<file path="src/hdl/xrs_pkg.sv">
// Shared types and constants for the xoshiro256** random source.
// Used by xrs_datapath, xrs_ctrl and xoshiro256ss_random_source.
package xrs_pkg;

  localparam logic [2:0] ACT_RAW   = 3'd0;
  localparam logic [2:0] ACT_RANGE = 3'd1;
  localparam logic [2:0] ACT_FRAC  = 3'd2;
  localparam logic [2:0] ACT_BIT   = 3'd3;
  localparam logic [2:0] ACT_BYTE  = 3'd4;
  localparam logic [2:0] ACT_SEED  = 3'd5;

  localparam logic [63:0] GOLDEN_GAMMA = 64'h9e3779b97f4a7c15;
  localparam logic [63:0] MIX_MUL_A    = 64'hbf58476d1ce4e5b9;
  localparam logic [63:0] MIX_MUL_B    = 64'h94d049bb133111eb;

  // Partial products of a 64-bit constant multiply, low 64 bits only.
  localparam logic [1:0] MUL_LL = 2'd0;  // low x low
  localparam logic [1:0] MUL_LH = 2'd1;  // low operand x high constant, << 32
  localparam logic [1:0] MUL_HL = 2'd2;  // high operand x low constant, << 32

  // Commands from the controller to the datapath.
  typedef struct packed {
    logic       load;      // capture input item
    logic       seed_src;  // 1: seed from default, 0: from item
    logic       mix_init;  // load splitmix accumulator
    logic       mix_b;     // second splitmix multiply stage selected
    logic       mul_load;  // capture multiplier operand, clear product
    logic       mul_step;  // accumulate one partial product
    logic [1:0] mul_ph;    // which partial product
    logic       mix_step;  // take the finished product into the mix word
    logic       mix_store; // store mixed word into next state slot
    logic       advance;   // step xoshiro and register the output word
    logic       div_start; // start modulo
    logic       div_step;  // one restoring-division bit
    logic       finish;    // form result
    logic       clr_res;   // zero result, status set on a range error
  } xrs_cmd_t;

  // Status from the datapath.
  typedef struct packed {
    logic range_err;
    logic span_zero;
  } xrs_sts_t;

endpackage

</file>
<file path="src/hdl/xrs_datapath.sv">
// Datapath: state words, splitmix64 seeder with a 32x32 partial-product
// multiplier, xoshiro step, modulo unit. Depends on xrs_pkg.
module xrs_datapath (
  input  logic             clk,
  input  xrs_pkg::xrs_cmd_t cmd,
  input  logic [1:0]       slot,
  input  logic [2:0]       in_action,
  input  logic [63:0]      in_lo,
  input  logic [63:0]      in_hi,
  input  logic [63:0]      in_seed,
  input  logic [63:0]      default_seed,
  output xrs_pkg::xrs_sts_t sts,
  output logic [190:0]     res
);

  logic [63:0] w_r [4];
  logic [2:0]  act_r;
  logic [63:0] lo_r, hi_r, seed_r;
  logic [63:0] acc_r, z_r, word_r, rem_r, quo_r, span_r;
  logic [63:0] m_r, prod_r;
  logic [190:0] res_r;
  logic [63:0] mix_x, mix_c, pp, pp_add, rng;
  logic [31:0] op_a, op_b;
  logic [64:0] trial;

  assign sts.range_err = $signed(lo_r) > $signed(hi_r);
  assign sts.span_zero = (hi_r - lo_r + 64'd1) == 64'd0;
  assign res = res_r;
  assign trial = {rem_r, quo_r[63]} - {1'b0, span_r};

  // xor-shift ahead of each splitmix multiply, and the constant of that stage
  assign mix_x = cmd.mix_b ? (z_r ^ (z_r >> 27)) : (z_r ^ (z_r >> 30));
  assign mix_c = cmd.mix_b ? xrs_pkg::MIX_MUL_B : xrs_pkg::MIX_MUL_A;

  // one 32x32 partial product of the low 64 bits of m_r * mix_c per cycle
  always_comb begin
    op_a = m_r[31:0];
    op_b = mix_c[31:0];
    case (cmd.mul_ph)
      xrs_pkg::MUL_LH: op_b = mix_c[63:32];
      xrs_pkg::MUL_HL: op_a = m_r[63:32];
      default: ;
    endcase
    pp = 64'(op_a) * 64'(op_b);
    pp_add = (cmd.mul_ph == xrs_pkg::MUL_LL) ? pp : {pp[31:0], 32'd0};
  end

  // ranged value: low plus remainder, raw word on a full span
  assign rng = (act_r != xrs_pkg::ACT_RANGE) ? 64'd0 :
               sts.span_zero ? word_r : lo_r + rem_r;

  always_ff @(posedge clk) begin
    if (cmd.load) begin
      act_r  <= in_action;
      lo_r   <= in_lo;
      hi_r   <= in_hi;
      seed_r <= in_seed;
    end
    // start a splitmix output: acc += gamma
    if (cmd.mix_init) begin
      if (cmd.seed_src) begin
        acc_r <= default_seed + xrs_pkg::GOLDEN_GAMMA;
        z_r   <= default_seed + xrs_pkg::GOLDEN_GAMMA;
      end else begin
        acc_r <= seed_r + xrs_pkg::GOLDEN_GAMMA;
        z_r   <= seed_r + xrs_pkg::GOLDEN_GAMMA;
      end
    end
    // multi-cycle constant multiply
    if (cmd.mul_load) begin
      m_r    <= mix_x;
      prod_r <= 64'd0;
    end
    if (cmd.mul_step) begin
      prod_r <= prod_r + pp_add;
    end
    if (cmd.mix_step) begin
      z_r <= prod_r;
    end
    // finish the mix, store the word and prepare the next accumulator
    if (cmd.mix_store) begin
      w_r[slot] <= z_r ^ (z_r >> 31);
      acc_r     <= acc_r + xrs_pkg::GOLDEN_GAMMA;
      z_r       <= acc_r + xrs_pkg::GOLDEN_GAMMA;
    end
    if (cmd.advance) begin
      word_r <= xs_out(w_r[1]);
      w_r[0] <= w_r[0] ^ w_r[3] ^ w_r[1];
      w_r[1] <= w_r[1] ^ w_r[2] ^ w_r[0];
      w_r[2] <= w_r[2] ^ w_r[0] ^ (w_r[1] << 17);
      w_r[3] <= ((w_r[3] ^ w_r[1]) << 45) | ((w_r[3] ^ w_r[1]) >> 19);
    end
    if (cmd.div_start) begin
      rem_r  <= 64'd0;
      quo_r  <= word_r;
      span_r <= hi_r - lo_r + 64'd1;
    end
    // restoring division: one quotient bit per cycle
    if (cmd.div_step) begin
      if (!trial[64]) rem_r <= trial[63:0];
      else            rem_r <= {rem_r[62:0], quo_r[63]};
      quo_r <= {quo_r[62:0], ~trial[64]};
    end
    if (cmd.clr_res) begin
      res_r <= {(act_r == xrs_pkg::ACT_RANGE) && sts.range_err, 190'd0};
    end
    if (cmd.finish) begin
      res_r <= {1'b0, word_r[7:0], word_r[0], word_r[63:11], rng, word_r};
    end
  end

  // rotl(w*5, 7) * 9 via shifts and adds
  function automatic logic [63:0] xs_out(input logic [63:0] x);
    logic [63:0] a, r;
    a = x + (x << 2);
    r = (a << 7) | (a >> 57);
    return r + (r << 3);
  endfunction

endmodule

</file>
<file path="src/hdl/xrs_ctrl.sv">
// Controller state machine sequencing seed, draw and modulo steps.
// Depends on xrs_pkg.
module xrs_ctrl (
  input  logic              clk,
  input  logic              rst_n,
  input  logic              in_fire,
  input  logic [2:0]        in_action,
  input  logic              hand_ok,
  input  xrs_pkg::xrs_sts_t sts,
  output xrs_pkg::xrs_cmd_t cmd,
  output logic [1:0]        slot,
  output logic              busy,
  output logic              res_valid
);

  localparam logic [3:0] S_IDLE = 4'd0, S_DEC = 4'd1, S_MINIT = 4'd2, S_ML = 4'd3,
                         S_MP = 4'd4, S_MZ = 4'd5, S_MST = 4'd6, S_ADV = 4'd7,
                         S_DIVS = 4'd8, S_DIV = 4'd9, S_FIN = 4'd10, S_OUT = 4'd11;

  logic [3:0] st_r, st_nxt;
  logic [2:0] act_r, act_nxt;
  logic [1:0] slot_r, slot_nxt;
  logic [5:0] cnt_r, cnt_nxt;
  logic seeded_r, seeded_nxt, src_r, src_nxt, mixb_r, mixb_nxt;

  assign busy = st_r != S_IDLE;
  assign res_valid = st_r == S_OUT;
  assign slot = slot_r;

  always_comb begin
    st_nxt = st_r; act_nxt = act_r; slot_nxt = slot_r; cnt_nxt = cnt_r;
    seeded_nxt = seeded_r; src_nxt = src_r; mixb_nxt = mixb_r;
    cmd = '0;
    cmd.seed_src = src_r;
    cmd.mix_b = mixb_r;
    unique case (st_r)
      S_IDLE: if (in_fire) begin
        cmd.load = 1'b1; act_nxt = in_action; st_nxt = S_DEC;
      end
      S_DEC: begin
        cmd.clr_res = 1'b1;
        slot_nxt = 2'd0;
        if (act_r == xrs_pkg::ACT_SEED) begin
          src_nxt = 1'b0; st_nxt = S_MINIT;
        end else if (act_r > xrs_pkg::ACT_SEED ||
                     (act_r == xrs_pkg::ACT_RANGE && sts.range_err)) begin
          st_nxt = S_OUT;
        end else if (!seeded_r) begin
          src_nxt = 1'b1; st_nxt = S_MINIT;
        end else st_nxt = S_ADV;
      end
      S_MINIT: begin cmd.mix_init = 1'b1; mixb_nxt = 1'b0; st_nxt = S_ML; end
      // one splitmix multiply: load, three partial products, take result
      S_ML: begin cmd.mul_load = 1'b1; cnt_nxt = 6'd0; st_nxt = S_MP; end
      S_MP: begin
        cmd.mul_step = 1'b1; cmd.mul_ph = cnt_r[1:0]; cnt_nxt = cnt_r + 6'd1;
        if (cnt_r[1:0] == xrs_pkg::MUL_HL) st_nxt = S_MZ;
      end
      S_MZ: begin
        cmd.mix_step = 1'b1;
        if (!mixb_r) begin
          mixb_nxt = 1'b1; st_nxt = S_ML;
        end else st_nxt = S_MST;
      end
      S_MST: begin
        cmd.mix_store = 1'b1; slot_nxt = slot_r + 2'd1; mixb_nxt = 1'b0;
        if (slot_r == 2'd3) begin
          seeded_nxt = 1'b1;
          st_nxt = (act_r == xrs_pkg::ACT_SEED) ? S_OUT : S_ADV;
        end else st_nxt = S_ML;
      end
      S_ADV: begin
        cmd.advance = 1'b1;
        st_nxt = (act_r == xrs_pkg::ACT_RANGE) ? S_DIVS : S_FIN;
      end
      S_DIVS: begin cmd.div_start = 1'b1; cnt_nxt = 6'd63; st_nxt = S_DIV; end
      S_DIV: begin
        cmd.div_step = 1'b1; cnt_nxt = cnt_r - 6'd1;
        if (cnt_r == 6'd0) st_nxt = S_FIN;
      end
      S_FIN: begin cmd.finish = 1'b1; st_nxt = S_OUT; end
      S_OUT: if (hand_ok) st_nxt = S_IDLE;
      default: st_nxt = S_IDLE;
    endcase
  end

  always_ff @(posedge clk) begin
    if (!rst_n) begin
      st_r <= S_IDLE; seeded_r <= 1'b0;
    end else begin
      st_r <= st_nxt; seeded_r <= seeded_nxt;
    end
    act_r <= act_nxt; slot_r <= slot_nxt; cnt_r <= cnt_nxt; src_r <= src_nxt;
    mixb_r <= mixb_nxt;
  end

  ap_no_both: assert property (@(posedge clk) disable iff (!rst_n)
    !(cmd.advance && cmd.mix_store)) else $error("advance during seeding");
  ap_fire_idle: assert property (@(posedge clk) disable iff (!rst_n)
    in_fire |-> st_r == S_IDLE) else $error("accept while busy");
  ap_out_hold: assert property (@(posedge clk) disable iff (!rst_n)
    (res_valid && !hand_ok) |=> res_valid) else $error("result dropped");

endmodule

</file>
<file path="src/hdl/xoshiro256ss_random_source.sv">
// Top level of the xoshiro256** random source.
// Depends on xrs_pkg, xrs_ctrl and xrs_datapath.
//
// One item is worked on at a time; the input is ready only while the core is
// idle. A plain draw steps the generator and forms the result; a ranged draw
// also runs a 64-step restoring divider that forms word mod span. A seed
// computes four splitmix64 outputs, every 64-bit constant multiply being
// three 32x32 partial products. A draw before any seed first seeds from
// default_seed. A range error or an unused action goes straight to the
// result. Each result waits in an output register, so the core can take and
// work on one more item while the receiver stalls; after that the input holds
// off.
module xoshiro256ss_random_source (
  input  logic         clk,
  input  logic         rst_n,
  input  logic         in_tvalid,
  output logic         in_tready,
  // action[2:0], range_low[66:3], range_high[130:67], seed_value[194:131]
  input  logic [199:0] in_tdata,
  output logic         out_tvalid,
  input  logic         out_tready,
  // random_word[63:0], ranged_value[127:64], fraction[180:128],
  // random_bit[181], random_byte[189:182], status[190]
  output logic [191:0] out_tdata,
  input  logic         cfg_valid,
  output logic         cfg_ready,
  input  logic [63:0]  cfg_data
);

  xrs_pkg::xrs_cmd_t cmd;
  xrs_pkg::xrs_sts_t sts;
  logic [1:0] slot;
  logic busy;
  logic res_valid;
  logic hand_ok;
  logic [63:0] default_seed_r;
  logic [190:0] res;
  logic [190:0] obuf_r;
  logic obuf_valid_r;

  assign in_tready = !busy;
  assign cfg_ready = 1'b1;
  assign hand_ok = !obuf_valid_r || out_tready;
  assign out_tvalid = obuf_valid_r;
  assign out_tdata = {1'b0, obuf_r};

  // hold the default seed register
  always_ff @(posedge clk) begin
    if (!rst_n) default_seed_r <= 64'd0;
    else if (cfg_valid) default_seed_r <= cfg_data;
  end

  // take the finished result into the output register, drop it on transfer
  always_ff @(posedge clk) begin
    if (!rst_n) obuf_valid_r <= 1'b0;
    else if (res_valid && hand_ok) obuf_valid_r <= 1'b1;
    else if (out_tready) obuf_valid_r <= 1'b0;
  end

  always_ff @(posedge clk) begin
    if (res_valid && hand_ok) obuf_r <= res;
  end

  xrs_ctrl u_ctrl (
    .clk, .rst_n, .in_fire(in_tvalid && in_tready), .in_action(in_tdata[2:0]),
    .hand_ok, .sts, .cmd, .slot, .busy, .res_valid
  );

  xrs_datapath u_dp (
    .clk, .cmd, .slot, .in_action(in_tdata[2:0]), .in_lo(in_tdata[66:3]),
    .in_hi(in_tdata[130:67]), .in_seed(in_tdata[194:131]),
    .default_seed(default_seed_r), .sts, .res
  );

endmodule

</file>
<file path="config.mk">
export PLATFORM = sky130hd
export DESIGN_NAME = xoshiro256ss_random_source
export DESIGN_NICKNAME = d
export VERILOG_FILES = /design/src/hdl/xrs_pkg.sv /design/src/hdl/xrs_datapath.sv /design/src/hdl/xrs_ctrl.sv /design/src/hdl/xoshiro256ss_random_source.sv
export SDC_FILE = /design/constraint.sdc
export NUM_CORES = 2
export LEC_CHECK = 0
export BUFFER_PORTS_ARGS = -buffer_cell sky130_fd_sc_hd__buf_2
export CAP_MARGIN = 30
export CORE_MARGIN = 2
export CORE_UTILIZATION = 55
export CTS_CLUSTER_DIAMETER = 60
export CTS_CLUSTER_SIZE = 16
export DETAILED_ROUTE_END_ITERATION = 6
export PLACE_DENSITY_LB_ADDON = 0.12
export SLEW_MARGIN = 20
export SYNTH_ARGS = -nofsm -noshare
export SYNTH_HDL_FRONTEND = slang
export SYNTH_SLANG_ARGS = --single-unit
</file>
<file path="constraint.sdc">
create_clock -name clk -period 27.1 [get_ports clk]
set_clock_uncertainty 0.2 [all_clocks]
set_input_delay 1.355 -clock clk [delete_from_list [all_inputs] [get_ports clk]]
set_output_delay 1.355 -clock clk [all_outputs]
set_load 0.02 [all_outputs]
</file>
==> impl_metrics.py <==
metrics = {
    "detailed_routing": {
        "drcViolationCount": 2,
        "vias": 80900,
        "drtAntennaViolNets": 0,
        "wl_per_cell_um": 24.7,
        "drt_pass1_iterations": 7,
        "viasPerCell": 5.87,
        "drt_wl_total_mm": 341,
        "dr.first_iter.drc_count": 6692,
    },
    "logic_synthesis": {
        "synth.top_cell.area_share_pct": 33.8,
        "yosys-top-cells-count": "inv_1 (1280), edfxtp_1 (1230), nor2_1 (895), ha_1 (871), fa_1 (805)",
        "yosysMostFrequentCell": "inv_1",
        "synthMuxAreaShare_pct": 2.85,
        "synthDistinctLibCells": 99,
        "synth_top_family_by_area": "adder cells",
        "synth_seq_cells": 1301,
        "synthSimpleGateAreaFrac_pct": 11.8,
        "syn_area_per_cell_sq_um": 10.1,
        "synth-seq-area-share_pct": 35.1,
        "synth-adder-area-share_pct": 24.7,
        "synth_flop_cell": "edfxtp_1",
        "syn_nets": 12700,
        "ys_top_cells_by_area": "edfxtp_1 (34%), fa_1 (15%), ha_1 (10%)",
        "async_flop_share_pct": 0,
        "synth_edf_count": 1230,
        "syn-instance-count": 10800,
        "synth-compound-area-share_pct": 12.0,
        "yosys_warnings": 0,
        "synth-xor-area-share_pct": 7.36,
        "yosys.area.top_type": "edfxtp_1",
        "synth_area_sq_um": 109000,
    },
    "setup_path": {
        "cp_max_fo": 36,
        "arrival_ns": 15.16,
        "required_ns": 27.39,
        "slowest_stage": "ha_2",
        "r2r-start": "u_ctrl.st_r[3]",
        "crit_type": "flop to flop",
        "startpoint": "u_ctrl.st_r[3]",
        "crit_path_max_incr_delay_ns": 0.84,
        "path_common_cell": "fa_1",
        "crit_path_start_kind": "flop",
        "cp-end-kind": "flop",
    },
    "cells_and_area": {
        "drive_gt1_share_pct": 8.26,
        "area_growth_pct": 8.15,
        "nNetsFinal": 13000,
        "fill_cells": 16900,
    },
    "die": {
        "die-area_sq_um": 202000,
        "initial_core_util_pct": 55.4,
        "fp-row-count": 163,
        "ios": 464,
        "die_w_um": 450,
        "die_height_um": 450,
        "coreArea_sq_um": 197000,
    },
    "global_route": {
        "grt_max_degree": 250,
        "grt_pass1_vias": 81600,
        "overflow": 0,
        "antenna_found_initial": 11,
        "grt_pass1_wl_mm": 508,
        "grt_usage_pct": 33.4,
    },
    "cts": {
        "h-tree-depth": 3,
        "clkSlewWorstSetupHoldPaths_ns": 0.07,
        "cts_buffers": 121,
        "cts_resized": 0,
        "clock_latency_ns": 0.85,
        "cts.sinks": 1301,
        "cts_root_buffer": "clkbuf_16",
        "cts_tree": "done",
        "cts_setup_buffers": 0,
        "clockBufferDepth": 3,
        "holdBufCountCts": 0,
    },
    "worst_hold_path": {
        "worstHoldStart": "u_dp.res[68]",
        "hp-class": "flop to flop",
    },
    "timing": {
        "tns_ns": 0,
        "slew_violations": 0,
        "worst_slew_margin_rel_pct": 26.3,
        "setup_viol": 0,
        "worst_pin_slew_ns": 1.10,
        "fmax_mhz": 67.2,
        "final.period_utilization_pct": 54.9,
        "fin_crit_ns": 14.87,
        "rsz0062_at_grt": "no",
        "hold_violations": 0,
    },
    "place": {
        "gp_congestion": 1.01,
        "dp_hpwl_mm": 274,
        "portBuffers": 456,
    },
    "outcome": {
        "status": "complete, but fails checks",
        "violations": "design-rule violations",
    },
    "run": {
        "cap_violations": 0,
    },
}
state kept, by name, summed over array words and instances (netlist names):
register         flops
u_dp.rem_r          64
u_dp.acc_r          64
u_dp.m_r            64
u_dp.hi_r           64
u_dp.prod_r         64
u_dp.act_r           3
u_ctrl.seeded_r      1
u_dp.res           129
u_ctrl.slot          2
u_ctrl.cnt_r         6
obuf_r             129
u_dp.lo_r           64
u_dp.w_r           256
u_ctrl.st_r          4
u_dp.seed_r         64
out_tvalid           1
default_seed_r      64
u_ctrl.src_r         1
u_dp.word_r         64
u_dp.span_r         64
u_dp.z_r            64
u_ctrl.mixb_r        1
u_dp.quo_r          64
stage by stage:
stage               hold slack (ns)  util, %  worst slack [ns]  area (sq um)  std cells
finish                        0.197     59.9             12.23        118000      13800
global route                  0.195     59.9             11.64        118000      13800
CTS                           0.185     59.8             12.39        118000      13800
detailed placement            0.205     57.7             12.51        114000      13500
global placement              0.203     57.7             12.66        114000      13500
floorplan                     0.200        -             14.74        109000      10800
layout make-up:
class                   count  area, sq um  area share (%)
diodes                     30         75.1          0.0636
clock buffers             136         3090            2.62
clock inverters            76         1060           0.895
inverters                1283         4820            4.08
multi-input cells        7771        64300            54.5
flip-flops and latches   1301        38400            32.5
well taps                2640         3300            2.80
repair buffers            545         3030            2.57
critical path: cells and delay by family, from the launching register on:
| kind | cells | cell delay, ns |
|---|---|---|
| buf+inv | 5 | 1.29 |
| fa+ha+maj | 11 | 5.46 |
| flops | 1 | 0.61 |
| compound gates | 13 | 3.84 |
| simple gates | 10 | 2.60 |
| xor+xnor | 2 | 0.41 |
kinds of logic (layout without fill, tap and decap cells):
logic type                 after synthesis  in the layout
adders and majority gates             1676           1676
muxes                                  306            306
xor gates and xnor gates               916            916
and+or+nand+nor                       2752           2752
AOI/OAI and AO/OA                     2119           2119
other                                    2             32
DFF                                   1301           1301
buffers and inverters                 1708           2040
layout by cell type (no fill, tap or decap), drive strengths merged, types with 272 or more instances in the layout:
cell type / netlist / routed
inv: 1280 / 1305
edfxtp: 1230 / 1230
nor2: 895 / 895
ha: 871 / 871
fa: 805 / 805
nand2: 803 / 803
a21oi: 653 / 653
o21ai: 604 / 604
xnor2: 573 / 573
buf: 117 / 544
xor2: 342 / 342
a21o: 295 / 295
mux2i: 272 / 272
worst paths after layout:
path | to | slack (ns) | cells after the start
setup / recovery | u_dp.prod_r[62] | 12.23 | 41
hold / removal | obuf_r[68] | 0.20 | 0
setup reg to reg | u_dp.prod_r[62] | 12.23 | 41
hold reg to reg | obuf_r[68] | 0.20 | 0
metal layers:
metal | global-route usage [%] | part of all wire [%] | vias up
met5 | 0 | 0 | -
met4 | 16.0 | 5.7 | 0
met3 | 3.70 | 5.8 | 640
met2 | 57.3 | 49 | 2814
met1 | 42.1 | 39 | 40000
li1 | - | - | 37400
Power is left out: the tool's default activity adds up to more than one toggle a clock period on the data nets, which glitch-free logic cannot reach.
